--- src/hw/rtl/gtpu_pkg.sv ---
// ----------------------------------------------------------------------------
// GTP-U header parser package
// Shared phase codes, field kinds, error codes and extension type constants.
// ----------------------------------------------------------------------------
package gtpu_pkg;

  // Parser phase, one code per position in the header walk.
  typedef enum logic [4:0] {
    PH_IDLE      = 5'd0,
    PH_FIXED     = 5'd1,
    PH_OPT       = 5'd2,
    PH_EXTLEN    = 5'd3,
    PH_EXTBODY   = 5'd4,
    PH_NEXTTYPE  = 5'd5,
    PH_C_OCT0    = 5'd6,
    PH_C_OCT1    = 5'd7,
    PH_C_DL_PPI  = 5'd8,
    PH_C_DL_TS   = 5'd9,
    PH_C_DL_SEQ  = 5'd10,
    PH_C_UL_TS1  = 5'd11,
    PH_C_UL_TS2  = 5'd12,
    PH_C_UL_TS3  = 5'd13,
    PH_C_UL_DLD  = 5'd14,
    PH_C_UL_ULD  = 5'd15,
    PH_C_UL_SEQ  = 5'd16,
    PH_SKIP      = 5'd17,
    PH_PAYLOAD   = 5'd18
  } phase_e;

  // Field kinds of a result.
  localparam logic [4:0] K_MSGTYPE  = 5'd0;
  localparam logic [4:0] K_TEID     = 5'd1;
  localparam logic [4:0] K_SEQ      = 5'd2;
  localparam logic [4:0] K_NPDU     = 5'd3;
  localparam logic [4:0] K_UDPPORT  = 5'd4;
  localparam logic [4:0] K_PDCP     = 5'd5;
  localparam logic [4:0] K_LONGPDCP = 5'd6;
  localparam logic [4:0] K_PDUTYPE  = 5'd7;
  localparam logic [4:0] K_QMP      = 5'd8;
  localparam logic [4:0] K_QFI      = 5'd9;
  localparam logic [4:0] K_RQI      = 5'd10;
  localparam logic [4:0] K_PPI      = 5'd11;
  localparam logic [4:0] K_PAYLOAD  = 5'd20;
  localparam logic [4:0] K_ERROR    = 5'd21;

  // Error codes.
  localparam logic [63:0] E_VERSION  = 64'd0;
  localparam logic [63:0] E_PROTO    = 64'd1;
  localparam logic [63:0] E_EXTTYPE  = 64'd2;
  localparam logic [63:0] E_PDUTYPE  = 64'd3;
  localparam logic [63:0] E_LENGTH   = 64'd4;

  // Extension header types.
  localparam logic [7:0] EXT_UDPPORT  = 8'h40;
  localparam logic [7:0] EXT_LONGPDCP = 8'h82;
  localparam logic [7:0] EXT_RANCONT  = 8'h84;
  localparam logic [7:0] EXT_PDUSESS  = 8'h85;
  localparam logic [7:0] EXT_PDCP     = 8'hC0;
  localparam logic [7:0] EXT_UNUSED1  = 8'h81;
  localparam logic [7:0] EXT_UNUSED2  = 8'h83;

  // Results one input byte can cause.
  localparam int unsigned MaxRes = 3;

  // One result.
  typedef struct packed {
    logic [4:0]  kind;
    logic [63:0] value;
    logic        run_last;
    logic        pkt_end;
  } result_t;

endpackage

--- src/hw/rtl/gtpu_header_parser_top.sv ---
// ----------------------------------------------------------------------------
// GTP-U v1 header parser
// Byte-wide parser that turns a GTP-U packet into field kind/value results.
// ----------------------------------------------------------------------------
// Usage:
// The slave channel takes one packet octet per request in tdata, with tuser
// high on the first octet of a packet. The master channel returns decoded
// fields: tdata is the 64-bit value, tuser holds the field kind and the mark
// for the last result of an input octet, tlast flags the final payload octet
// or an error result.
// Each accepted octet is decoded in the cycle it is taken, and its zero to
// three results are loaded into a result buffer; the first result is shown
// the next cycle. One octet per cycle is sustained while each octet gives at
// most one result and the receiver is ready; an octet giving more results
// holds off the input while the single output port drains the buffer.
// Reset returns the parser to waiting for a packet start and empties the
// buffer. When the receiver stalls, the buffer holds its results and the
// input is held off once the last buffered result cannot leave this cycle.
// ----------------------------------------------------------------------------
module gtpu_header_parser_top (
  input  logic        clk_i,
  input  logic        rst_ni,
  input  logic        s_axis_tvalid,
  output logic        s_axis_tready,
  input  logic [7:0]  s_axis_tdata,   // [7:0] data_byte
  input  logic        s_axis_tuser,   // [0] packet_start
  output logic        m_axis_tvalid,
  input  logic        m_axis_tready,
  output logic [63:0] m_axis_tdata,   // [63:0] field_value
  output logic [5:0]  m_axis_tuser,   // [4:0] field_kind, [5] run_last
  output logic        m_axis_tlast    // packet_end
);
  import gtpu_pkg::*;

  // Parser state.
  phase_e       ph_q, ph_d;
  logic [3:0]   bif_q, bif_d;
  logic [63:0]  acc_q, acc_d;
  logic [2:0]   hf_q, hf_d;
  logic [15:0]  dl_q, dl_d;
  logic [16:0]  baf_q, baf_d;
  logic [7:0]   et_q, et_d;
  logic [9:0]   ebl_q, ebl_d;
  logic [5:0]   cf_q, cf_d;
  logic [9:0]   cbr_q, cbr_d;

  // Result buffer.
  result_t      buf_q [MaxRes];
  result_t      res   [4];
  logic [1:0]   cnt_q, pos_q;
  logic [2:0]   n_res;
  logic         in_acc, out_acc;

  assign out_acc       = m_axis_tvalid && m_axis_tready;
  assign in_acc        = s_axis_tvalid && s_axis_tready;
  assign m_axis_tvalid = (pos_q != cnt_q);
  assign s_axis_tready = (pos_q == cnt_q) ||
                         ((pos_q + 2'd1 == cnt_q) && m_axis_tready);
  assign m_axis_tdata  = buf_q[pos_q].value;
  assign m_axis_tuser  = {buf_q[pos_q].run_last, buf_q[pos_q].kind};
  assign m_axis_tlast  = buf_q[pos_q].pkt_end;

  // Container field present under the current container flags.
  function automatic logic present(input phase_e p, input logic [5:0] f);
    logic ul;
    ul = f[5];
    unique case (p)
      PH_C_DL_PPI:                          return !ul && f[4];
      PH_C_DL_TS:                           return !ul && f[3];
      PH_C_DL_SEQ:                          return !ul && f[0];
      PH_C_UL_TS1, PH_C_UL_TS2, PH_C_UL_TS3: return ul && f[3];
      PH_C_UL_DLD:                          return ul && f[2];
      PH_C_UL_ULD:                          return ul && f[1];
      PH_C_UL_SEQ:                          return ul && f[0];
      default:                              return 1'b0;
    endcase
  endfunction

  // Octets in a container field.
  function automatic logic [3:0] flen(input phase_e p);
    priority if (p == PH_C_DL_PPI) return 4'd1;
    else if (p == PH_C_DL_SEQ || p == PH_C_UL_SEQ) return 4'd3;
    else if (p == PH_C_UL_DLD || p == PH_C_UL_ULD) return 4'd4;
    else return 4'd8;
  endfunction

  // Per-octet decode of the header walk.
  always_comb begin
    logic [7:0]  b;
    logic [4:0]  nph;
    logic        hdr;
    logic        is_ext;
    logic [63:0] sh;
    b      = s_axis_tdata;
    ph_d   = ph_q;  bif_d = bif_q; acc_d = acc_q; hf_d = hf_q; dl_d = dl_q;
    baf_d  = baf_q; et_d  = et_q;  ebl_d = ebl_q; cf_d = cf_q; cbr_d = cbr_q;
    n_res  = 3'd0;
    nph    = 5'(PH_SKIP);
    hdr    = 1'b0;
    sh     = {acc_q[55:0], b};
    is_ext = 1'b0;
    for (int i = 0; i < 4; i++) res[i] = '0;

    if (s_axis_tuser) begin
      // Packet start: clear everything and check the flags octet.
      ph_d = PH_IDLE; bif_d = '0; acc_d = '0; hf_d = '0; dl_d = '0;
      baf_d = '0; et_d = '0; ebl_d = '0; cf_d = '0; cbr_d = '0;
      if (b[7:5] != 3'd1) begin
        res[0] = '{K_ERROR, E_VERSION, 1'b0, 1'b1}; n_res = 3'd1;
      end else if (!b[4]) begin
        res[0] = '{K_ERROR, E_PROTO, 1'b0, 1'b1}; n_res = 3'd1;
      end else begin
        hf_d = b[2:0]; ph_d = PH_FIXED; bif_d = 4'd1;
      end
    end else if (ph_q == PH_FIXED) begin
      // Fixed 8-octet header.
      if (bif_q == 4'd1) begin
        res[0] = '{K_MSGTYPE, {56'd0, b}, 1'b0, 1'b0}; n_res = 3'd1;
      end else if (bif_q == 4'd2) begin
        dl_d = {b, 8'd0};
      end else if (bif_q == 4'd3) begin
        dl_d = {dl_q[15:8], b};
      end else begin
        acc_d = sh;
      end
      bif_d = bif_q + 4'd1;
      if (bif_q >= 4'd7) begin
        res[n_res[1:0]] = '{K_TEID, {32'd0, acc_d[31:0]}, 1'b0, 1'b0};
        n_res = n_res + 3'd1;
        bif_d = '0; acc_d = '0;
        if (hf_q != 3'd0) ph_d = PH_OPT;
        else ph_d = (baf_q >= {1'b0, dl_q}) ? PH_IDLE : PH_PAYLOAD;
      end
    end else if (ph_q == PH_PAYLOAD) begin
      // Payload octets.
      baf_d = baf_q + 17'd1;
      res[0] = '{K_PAYLOAD, {56'd0, b}, 1'b0, baf_d >= {1'b0, dl_q}};
      n_res = 3'd1;
      if (baf_d >= {1'b0, dl_q}) ph_d = PH_IDLE;
    end else if (ph_q >= PH_OPT && ph_q <= PH_SKIP) begin
      hdr = 1'b1;
    end

    if (hdr) begin
      if (baf_q >= {1'b0, dl_q}) begin
        res[0] = '{K_ERROR, E_LENGTH, 1'b0, 1'b1}; n_res = 3'd1;
        ph_d = PH_IDLE;
      end else begin
        baf_d = baf_q + 17'd1;
        unique case (ph_q)
          PH_OPT: begin
            // Sequence, N-PDU and next-type word.
            if (bif_q == 4'd0) begin
              acc_d = {56'd0, b};
            end else if (bif_q == 4'd1) begin
              acc_d = sh;
              if (hf_q[1]) begin
                res[0] = '{K_SEQ, {48'd0, sh[15:0]}, 1'b0, 1'b0}; n_res = 3'd1;
              end
            end else if (bif_q == 4'd2) begin
              if (hf_q[0]) begin
                res[0] = '{K_NPDU, {56'd0, b}, 1'b0, 1'b0}; n_res = 3'd1;
              end
            end else begin
              if (hf_q[2]) is_ext = 1'b1;
              else ph_d = (baf_d >= {1'b0, dl_q}) ? PH_IDLE : PH_PAYLOAD;
            end
            bif_d = bif_q + 4'd1;
          end
          PH_NEXTTYPE: is_ext = 1'b1;
          PH_EXTLEN: begin
            // Extension length in 4-octet units.
            if (b == 8'd0) begin
              res[0] = '{K_ERROR, E_LENGTH, 1'b0, 1'b1}; n_res = 3'd1;
              ph_d = PH_IDLE;
            end else begin
              ebl_d = {b, 2'b00} - 10'd2;
              cbr_d = '0; bif_d = '0; acc_d = '0; cf_d = '0;
              if (et_q == EXT_PDUSESS) ph_d = PH_C_OCT0;
              else if (((et_q == EXT_UDPPORT || et_q == EXT_PDCP) && b == 8'd1) ||
                       (et_q == EXT_LONGPDCP && b == 8'd2)) ph_d = PH_EXTBODY;
              else ph_d = PH_SKIP;
            end
          end
          default: begin
            // Extension content.
            if (ph_q == PH_EXTBODY) begin
              acc_d = sh;
              bif_d = bif_q + 4'd1;
              if (bif_d >= ((et_q == EXT_LONGPDCP) ? 4'd3 : 4'd2)) begin
                if (et_q == EXT_LONGPDCP)
                  res[0] = '{K_LONGPDCP, {46'd0, sh[17:0]}, 1'b0, 1'b0};
                else
                  res[0] = '{(et_q == EXT_UDPPORT) ? K_UDPPORT : K_PDCP,
                             {48'd0, sh[15:0]}, 1'b0, 1'b0};
                n_res = 3'd1;
                ph_d = PH_SKIP;
              end
            end else if (ph_q == PH_C_OCT0) begin
              if (b[7:4] > 4'd1) begin
                res[0] = '{K_ERROR, E_PDUTYPE, 1'b0, 1'b1}; n_res = 3'd1;
                ph_d = PH_IDLE;
              end else begin
                if (b[7:4] == 4'd0) cf_d = {2'b00, b[3], 2'b00, b[2]};
                else cf_d = {2'b10, b[3:0]};
                res[0] = '{K_PDUTYPE, {60'd0, b[7:4]}, 1'b0, 1'b0};
                res[1] = '{K_QMP, {63'd0, b[3]}, 1'b0, 1'b0};
                n_res = 3'd2;
                ph_d = PH_C_OCT1;
              end
            end else if (ph_q == PH_C_OCT1) begin
              res[0] = '{K_QFI, {58'd0, b[5:0]}, 1'b0, 1'b0}; n_res = 3'd1;
              if (!cf_q[5]) begin
                res[1] = '{K_RQI, {63'd0, b[6]}, 1'b0, 1'b0}; n_res = 3'd2;
                if (b[7]) cf_d = cf_q | 6'h10;
              end
              for (int p = int'(PH_C_UL_SEQ); p >= int'(PH_C_DL_PPI); p--)
                if (present(phase_e'(p), cf_d)) nph = 5'(p);
              bif_d = '0; acc_d = '0; ph_d = phase_e'(nph);
            end else if (ph_q == PH_C_DL_PPI) begin
              res[0] = '{K_PPI, {61'd0, b[7:5]}, 1'b0, 1'b0}; n_res = 3'd1;
              for (int p = int'(PH_C_UL_SEQ); p >= int'(PH_C_DL_TS); p--)
                if (present(phase_e'(p), cf_q)) nph = 5'(p);
              bif_d = '0; acc_d = '0; ph_d = phase_e'(nph);
            end else if (ph_q >= PH_C_DL_TS && ph_q <= PH_C_UL_SEQ) begin
              acc_d = sh;
              bif_d = bif_q + 4'd1;
              if (bif_d >= flen(ph_q)) begin
                res[0] = '{5'(ph_q) + 5'd3, sh, 1'b0, 1'b0}; n_res = 3'd1;
                for (int p = int'(PH_C_UL_SEQ); p >= int'(PH_C_DL_TS); p--)
                  if (5'(p) > 5'(ph_q) && present(phase_e'(p), cf_q)) nph = 5'(p);
                bif_d = '0; acc_d = '0; ph_d = phase_e'(nph);
              end
            end
            // Extension octet count.
            if (ph_d != PH_IDLE) begin
              ebl_d = ebl_q - 10'd1;
              cbr_d = cbr_q + 10'd1;
              if (ebl_d == 10'd0) begin
                if (ph_d == PH_SKIP) begin
                  ph_d = PH_NEXTTYPE;
                end else begin
                  res[n_res[1:0]] = '{K_ERROR, E_LENGTH, 1'b0, 1'b1};
                  n_res = n_res + 3'd1;
                  ph_d = PH_IDLE;
                end
              end
            end
          end
        endcase
        // Start of the next extension header.
        if (is_ext) begin
          if (b == 8'd0) begin
            ph_d = (baf_d >= {1'b0, dl_q}) ? PH_IDLE : PH_PAYLOAD;
          end else if (b == EXT_UDPPORT || b == EXT_LONGPDCP || b == EXT_RANCONT ||
                       b == EXT_PDUSESS || b == EXT_PDCP || b == EXT_UNUSED1 ||
                       b == EXT_UNUSED2) begin
            et_d = b; ph_d = PH_EXTLEN;
          end else begin
            res[n_res[1:0]] = '{K_ERROR, E_EXTTYPE, 1'b0, 1'b1};
            n_res = n_res + 3'd1;
            ph_d = PH_IDLE;
          end
        end
      end
    end

    if (n_res != 3'd0) res[n_res[1:0] - 2'd1].run_last = 1'b1;
  end

  // State registers.
  always_ff @(posedge clk_i or negedge rst_ni) begin
    if (!rst_ni) begin
      ph_q <= PH_IDLE; bif_q <= '0; acc_q <= '0; hf_q <= '0; dl_q <= '0;
      baf_q <= '0; et_q <= '0; ebl_q <= '0; cf_q <= '0; cbr_q <= '0;
    end else if (in_acc) begin
      ph_q <= ph_d; bif_q <= bif_d; acc_q <= acc_d; hf_q <= hf_d; dl_q <= dl_d;
      baf_q <= baf_d; et_q <= et_d; ebl_q <= ebl_d; cf_q <= cf_d; cbr_q <= cbr_d;
    end
  end

  // Result buffer control.
  always_ff @(posedge clk_i or negedge rst_ni) begin
    if (!rst_ni) begin
      cnt_q <= '0;
      pos_q <= '0;
    end else if (in_acc) begin
      cnt_q <= n_res[1:0];
      pos_q <= '0;
    end else if (out_acc) begin
      pos_q <= pos_q + 2'd1;
    end
  end

  // Result buffer payload.
  always_ff @(posedge clk_i) begin
    if (in_acc) begin
      for (int i = 0; i < MaxRes; i++) buf_q[i] <= res[i];
    end
  end

  // Checks.
  a_pos_le_cnt : assert property (@(posedge clk_i) disable iff (!rst_ni)
    pos_q <= cnt_q) else $error("read position beyond buffered results");
  a_ready_empty : assert property (@(posedge clk_i) disable iff (!rst_ni)
    !m_axis_tvalid |-> s_axis_tready) else $error("input stalled with empty buffer");
  a_idle_silent : assert property (@(posedge clk_i) disable iff (!rst_ni)
    in_acc && ph_q == PH_IDLE && !s_axis_tuser |=> !m_axis_tvalid)
    else $error("result produced while idle");
  a_end_on_last : assert property (@(posedge clk_i) disable iff (!rst_ni)
    m_axis_tvalid && m_axis_tlast |-> m_axis_tuser[5])
    else $error("packet end not on last result of an octet");
endmodule
--- config.mk ---
export PLATFORM = sky130hd
export DESIGN_NAME = gtpu_header_parser_top
export DESIGN_NICKNAME = d
export VERILOG_FILES = /design/src/hw/rtl/gtpu_pkg.sv /design/src/hw/rtl/gtpu_header_parser_top.sv
export SDC_FILE = /design/constraint.sdc
export NUM_CORES = 1
export LEC_CHECK = 0
export BUFFER_PORTS_ARGS = -buffer_cell sky130_fd_sc_hd__buf_2
export CAP_MARGIN = 20
export CORE_MARGIN = 1
export CORE_UTILIZATION = 50
export CTS_BUF_LIST = sky130_fd_sc_hd__clkbuf_4 sky130_fd_sc_hd__clkbuf_8 sky130_fd_sc_hd__clkbuf_16
export CTS_CLUSTER_DIAMETER = 40
export DETAILED_ROUTE_END_ITERATION = 8
export PLACE_DENSITY = 0.72
export SLEW_MARGIN = 20
export SYNTH_ARGS = -nofsm -noshare
export SYNTH_HDL_FRONTEND = slang
export SYNTH_SLANG_ARGS = --single-unit
--- constraint.sdc ---
create_clock -name clk_i -period 9.4 [get_ports clk_i]
set_input_delay 0.94 -clock clk_i [delete_from_list [all_inputs] [get_ports clk_i]]
set_output_delay 0.94 -clock clk_i [all_outputs]
set_load 0.1 [all_outputs]
Word-level counts from Yosys, hierarchy flattened
Memories as Yosys holds them, arrays and structs flattened. Cells that the tools add are included.

Bitwise gates (word level): 10. Equality and inequality tests: 35. Magnitude comparators: 26. Reductions and logical operators: 61. Add/sub/neg operators: 10. Mux-type cells: 400.

Operators by type and width (count): $mux 284 (9); $mux 71 (36); $mux 213 (6); $mux 64 (19); $bwmux 284 (2); $demux 71 s2 (4); $and 264x264->264 (2); $not 264->264 (2); $mux 5 (49); $pmux 71 s3 (1); $pmux 64 s3 (1); $mux 1 (163); $mux 142 (1); $mux 3 (35); $mux 6 (17); $mux 4 (22); $mux 17 (5); $eq 8x8->1 const B (9); $mux 68 (1); $mux 16 (4); $mux 10 (6); $mux 8 (7); $or 20x20->20 (2); $gt 4x5->1 const A (7); 54 further kinds (132).

Input bits: 13. Output and inout bits: 73. Bits in writable memories: 213. Bits in registers: 137. Word-level logic and storage cells: 555. Memories: 1.

Memory list: buf_q (words 3, width 71, rd ports 1, clocked after Yosys merged registers in 0, write ports 3, RTL line gtpu_header_parser_top.sv:48) `result_t buf_q [MaxRes];`.

Logic depth before layout (Yosys ltp)
Gate-level depths: netlist of run 1.

Depth after elaboration: 61. Gate-level depth with buffers: 28. Depth with buffers taken out: 24.

Worst setup path before layout of run 1
Ideal clock, no wire load.

Kind: input to register. From: input port m_axis_tready. To: register bif_q[0]. Path buffers: 2. Path slack: 2.103 ns. Stages on the path: 9. Data required time: 9.253 ns. Arrival: 7.151 ns. Cells stage by stage: nor3b_1 -> a21oi_1 -> mux2i_1 -> nand2_1 -> inv_1 -> clkbuf_1 -> clkbuf_1 -> o21ai_0 -> o21ai_0.

Longest elaborated chain between the ends: 3.

Ends and longest elaborated chain: start, declared (RTL line gtpu_header_parser_top.sv:28) `input logic m_axis_tready,`; $logic_and 1x1->1 (RTL line gtpu_header_parser_top.sv:58) `((pos_q + 2'd1 == cnt_q) && m_axis_tready);`; $logic_or 1x1->1 (RTL line gtpu_header_parser_top.sv:57) `assign s_axis_tready = (pos_q == cnt_q) ||`; named net s_axis_tready (RTL line gtpu_header_parser_top.sv:24) `output logic s_axis_tready,`; $logic_and 1x1->1 (RTL line gtpu_header_parser_top.sv:55) `assign in_acc = s_axis_tvalid && s_axis_tready;`; named net in_acc (RTL line gtpu_header_parser_top.sv:52) `logic in_acc, out_acc;`; end signal, assigned (RTL line gtpu_header_parser_top.sv:274) `ph_q <= PH_IDLE; bif_q <= '0; acc_q <= '0; hf_q <= '0; dl_q <= '0;`; end signal, assigned (RTL line gtpu_header_parser_top.sv:277) `ph_q <= ph_d; bif_q <= bif_d; acc_q <= acc_d; hf_q <= hf_d; dl_q <= dl_d;`; end, declared (RTL line gtpu_header_parser_top.sv:37) `logic [3:0] bif_q, bif_d;`.

The timed path passes the listed nets, and every way through them passes these cells. A chain may end at the register's enable or synchronous reset.

==> results.ini, run 1 <==
[detailed_routing]
wl_per_cell_um=21.92
wl_met1_um=21300
wl_met2_um=22750
routed_wl_um=50450
vias=14630
final_antenna_net_count=0
drt-vias-per-instance=6.356
top_layer_used=met4
drtIter0Drc=1817
drtPass1Iterations=8
drc_errors=0
wl_met3_um=4269

[finish]
final_common_cell=nand2_1
most-common-layout-cells=231 x nand2_1, 173 x a21oi_1, 138 x o21ai_0, 129 x nor2_1, 128 x dfrtp_1
drive_gt1_share_pct=11.54
area_delta_synth_final_pct=12.28
utilization_pct=56.94
final_cell_count_no_fill=2301
nNetsFinal=1944

[floorplan]
die_area_um2=32720
pin_count=86
core-area_um2=31560
die_w_um=180.9
die_h_um=180.9
initial_core_util_pct=50.71
rows=65

[timing]
tightest_slew_ps=1013
tns_ps=0
setup_violations=0
fmax_ghz=0.1547
clock_skew_ps=25.02
slew_headroom_pct=32.50
fin_crit_ps=6466
final-hold-violation-count=0
rsz0062_at_grt=false
period_share_pct=68.78
finalMaxSlewViolations=0

[synthesis]
synthesis.area_um2=16000
synthDistinctLibCells=96
synth-seq-cells=241
ys_warn_count=0
syn_avg_cell_area_um2=8.778
synth_enable_flop_cells=112
syn_inst=1823
ys.flop_type=dfrtp_1
async_reset_ff_share_pct=53.53
ys_seq_area_share_pct=41.19

[place]
gp_congestion=0.9887
dp_hpwl_um=34410
io_buffers=85
dp_cells=2231

[status]
status=finished, final reports clean

[clock_tree]
root_buffer=clkbuf_16
cts_buffers=37
cts_setup_buffers=0
cts_tree=done
clk_pin_slew_ps=60
cts.hold.buffers_added=0
cts_buffer_depth=3
cts_sinks=241
h-tree-depth=2
clk_latency_ps=530
cts_resized=0

[global_routing]
grt_overflow=0
grt_pass1_vias=13660
grtUsageTotal_pct=30.75
grt_max_degree=93
antenna_found_initial=0
grt_pass1_wl_um=78750

[critical_path]
reg2reg_depth=21
crit_chain=inv_1 -> ha_1 -> nand3b_1 -> a21oi_1 -> ha_1 -> nand2b_1 -> a2111oi_0 -> or3_1 -> nor3b_1 -> o31ai_1 -> o311a_1 -> o32ai_1 -> or3_4 -> mux2i_2 -> inv_1 -> ha_1 -> nand2_1 -> nand2_1 -> o21ai_0 -> o21ai_1 -> a21boi_0
startpoint_type=flip-flop
cpPeakStageDelay_ps=630
worst-path-max-fanout=15
crit_family=compound AO/OA/AOI/OAI gates
crit_arrival_ps=6820
critPathBufInv=2
path_common_cell=ha_1
crit_type=reg2reg
cp.required_ps=9750
cp-end-kind=flip-flop
cp.depth=21
slowest_stage=a2111oi_0

[min_path]
hold_path.class=in2async

[pwr]
leakagePower_nw=7.465
cellPowerDensity_nw_per_um2=380.4
ir_drop_v=0.0002835

[job]
maxCapViolations=0

-- worst register-to-register path, cell delays in order (launching register included) --
cell and delay (ps):
dfrtp_1 500, inv_1 240, ha_1 380, nand3b_1 130, a21oi_1 230, ha_1 260, nand2b_1 140, a2111oi_0 630
or3_1 580, nor3b_1 120, o31ai_1 320, o311a_1 500, o32ai_1 200, or3_4 390, mux2i_2 250, inv_1 100
ha_1 220, nand2_1 110, nand2_1 330, o21ai_0 340, o21ai_1 120, a21boi_0 240
-- Yosys cell counts (47+ instances only) --
master / number / area [um2]
nand2_1: 232 / 870.8
edfxtp_1: 112 / 3363
dfrtp_1: 129 / 3228
nor2_1: 131 / 491.7
clkbuf_1: 107 / 401.6
a21oi_1: 173 / 865.8
and2_1: 91 / 569.3
o21ai_0: 138 / 690.7
mux2i_1: 72 / 720.7
ha_1: 62 / 775.7
a22o_1: 47 / 411.6
inv_1: 49 / 183.9
-- final timing paths --
kind | startpoint | to | slack (ps)
worst min-delay path | rst_ni | ebl_q[4] | 430
worst max register to register | ph_q[1] | buf_q[0][8] | 2930
worst max-delay path | ph_q[1] | buf_q[0][8] | 2930
max in group asynchronous | rst_ni | dl_q[15] | 7600
min in group clk_i | dl_q[3] | dl_q[3] | 480
worst min register to register | dl_q[3] | dl_q[3] | 480
-- flip-flops by register name, indices dropped and copies added (netlist names) --
| signal | flops |
|---|---|
| buf_q | 112 |
| acc_q | 56 |
| baf_q | 17 |
| dl_q | 16 |
| ebl_q | 10 |
| et_q | 8 |
| cf_q | 6 |
| ph_q | 5 |
| bif_q | 4 |
| hf_q | 3 |
| cnt_q | 2 |
| pos_q | 2 |
-- area by class of cell --
type | instances | area (um2)
Antenna cell | 1 | 2.502
Clock buffer | 45 | 992.2
Clock inverter | 23 | 242.7
Fill cell | 2832 | 13590
Inverter | 49 | 188.9
Multi-Input combinational cell | 1428 | 8808
Sequential cell | 241 | 6593
Tap cell | 402 | 503.0
Timing Repair Buffer | 112 | 638.1
-- power by group --
group / leakage, nW / internal, W / switching [W]
clock network: 0.613 / 0.000828 / 0.000537
logic: 4.01 / 0.000883 / 0.00292
registers: 2.85 / 0.00142 / 0.000243
total: 7.47 / 0.00314 / 0.00370
-- layer usage --
metal,global-route usage [%],vias to the layer above
met5,0,-
met4,13.23,0
met3,5.906,140
met2,48.20,723
met1,41.53,7022
li1,-,6740
-- cell families (layout without fill, tap and decap cells) --
| group | Yosys count | after routing | share of synthesized area (%) |
|---|---|---|---|
| buffers and inverters | 182 | 229 | 4.472 |
| adders and majority gates | 62 | 62 | 4.848 |
| xor gates and xnor gates | 30 | 30 | 1.642 |
| DFF | 241 | 241 | 41.19 |
| muxes | 74 | 74 | 4.660 |
| other | 1 | 30 | 0.02343 |
| AOI/OAI and AO/OA | 589 | 589 | 23.46 |
| and+or+nand+nor | 644 | 644 | 19.71 |
-- metrics by stage --
step | setup slack [ps] | area (um2) | hold slack (ps) | total power [W]
2_1_floorplan | 2103 | 16110 | 448.5 | 0.004648
3_3_place_gp | 3332 | 16720 | 466.4 | 0.005385
3_5_place_dp | 3129 | 16720 | 472.3 | 0.005442
4_1_cts | 3108 | 17950 | 461.2 | 0.006815
5_1_grt | 2506 | 17970 | 493.1 | 0.007174
6_report | 2934 | 17970 | 431.1 | 0.006834
Power figures use the tool's default switching activity.
==> inputs of run 2 (changes only) <==
Settings changed: PLACE_DENSITY 0.72 to 0.75.
Clock period 9.4 ns to 5.3 ns, I/O delays scaled along.
==> run 2 against run 1 <==
Against the previous run:
- worst setup slack got worse by 2800 ps
- via count rose by 3.2%
- global-route usage is 0.75 points higher
- non-clock buffer count increased by 88
- largest power group unchanged
==> results.ini, run 2 (synthesized netlist as in run 1, its figures left out) <==
[place]
io_buffers=85
gp_congestion=1.015
dp_cells=2314
place_area_um2=17350
dp_hpwl_um=36730

[detailed_routing]
drt-vias-per-instance=6.314
final_antenna_net_count=0
drtIter0Drc=1916
wl_per_cell_um=21.63
drtPass1Iterations=7
vias=15090
drc_errors=0
routed_wl_um=51690

[critical_path]
r2r-end=buf_q[0][1]
worst-path-max-fanout=6
startpoint_type=flip-flop
cp-end-kind=flip-flop
reg2reg_depth=20
crit_type=reg2reg
reg2reg_from=baf_q[0]
cp.required_ps=5560
reg2reg_slack_ps=150
crit_arrival_ps=5410

[floorplan]
die_h_um=180.9
initial_core_util_pct=50.71
die_area_um2=32720
pin_count=86
die_w_um=180.9
rows=65
core-area_um2=31560

[global_routing]
grt_pass1_vias=14330
use_met3_pct=5.140
grt_pass1_wl_um=81140
grtUsageMet2_pct=49.85
antenna_found_initial=0
gr-max-usage-layer=met2
grt_overflow=0
grtUsageTotal_pct=31.50
grt_use_met1_pct=43.05
grt_max_degree=95

[pwr]
leakagePower_nw=7.972
ir_drop_v=0.0006405
power.total_w=0.01260
cellPowerDensity_nw_per_um2=667.0

[timing]
whs_ps=62.55
slew_headroom_pct=30.80
tightest_slew_ps=1038
tns_ps=0
fin_crit_ps=5150
fmax_ghz=0.1942
period_share_pct=97.17
final-hold-violation-count=0
setup_violations=0
clock_skew_ps=25.83
finalMaxSlewViolations=0

[finish]
nNetsFinal=2033
area_delta_synth_final_pct=18.00
fin_area_um2=18880
drive_gt1_share_pct=16.55
final_common_cell=nand2_1
final_cell_count_no_fill=2390
regMostFlops=buf_q
largest_reg_flops=112
top_regs=buf_q: 112 flops, acc_q: 56 flops, baf_q: 17 flops
most-common-layout-cells=228 x nand2_1, 171 x a21oi_1, 135 x o21ai_0, 126 x nor2_1, 126 x dfrtp_1
num_antenna_cells=0

[clock_tree]
cts_tree=done
cts_buffer_depth=3
cts_sinks=241
cts_buffers=38
clk_pin_slew_ps=60
h-tree-depth=2
cts.hold.buffers_added=0
clk_latency_ps=530
root_buffer=clkbuf_16

[min_path]
hold_path.class=in2async

[status]
status=finished, final reports clean

[job]
maxCapViolations=0

[run 2: layout make-up]
type	count	area [um2]
clock buffer	43	1012
inverter	49	188.9
clock inverter	27	321.6
multi-input combinational	1428	8942
fill	2769	12670
timing repair buffer	200	1320
sequential	241	6595
tap	402	503.0
[run 2: repair_timing]
item                       4_1_cts  5_1_grt
buffers inserted                 0        5
setup endpoints to repair        0       25
gates resized for setup          0       35
[run 2: how the worst max path moves through the flow]
stage / startpoint / endpoint
2_1_floorplan: cnt_q[1] / bif_q[0]
3_3_place_gp: baf_q[7] / buf_q[0][1]
3_5_place_dp: baf_q[2] / buf_q[0][8]
4_1_cts: baf_q[2] / buf_q[0][8]
5_1_grt: baf_q[0] / buf_q[2][1]
6_report: baf_q[0] / buf_q[0][1]
[run 2: stage by stage]
stage	setup slack [ps]	util [%]
finish	150.2	59.84
global route	-109.5	59.84
CTS	51.50	59.20
detailed placement	81.61	54.98
global placement	218.7	54.98
floorplan	186.6	-
[run 2: power breakdown]
group	total, W	internal (W)	switching (W)
sequential	0.00291	0.00253	0.000387
clock	0.00258	0.00164	0.000942
combinational	0.00710	0.00178	0.00532
total	0.0126	0.00594	0.00665
[run 2: metal layers]
metal | share of wire (%) | vias up
met1 | 43 | 7321
met3 | 7.9 | 144
li1 | - | 6913
met4 | 4.2 | 0
met5 | 0 | -
met2 | 45 | 712
[run 2: critical path, stage by stage, from the launching register on]
cell and delay, ps:
dfrtp_1 400, ha_2 210, nand4_1 180, nor2_2 190
nand2_2 90, xnor2_2 160, ha_1 310, a2111oi_2 350
o21ai_1 110, o21a_1 130, or4_4 550, nor2b_4 190
o311ai_4 330, o32ai_2 150, or3_4 380, mux2i_4 210
buf_4 160, ha_1 290, o31ai_2 250, a31oi_2 80
nor2b_1 150
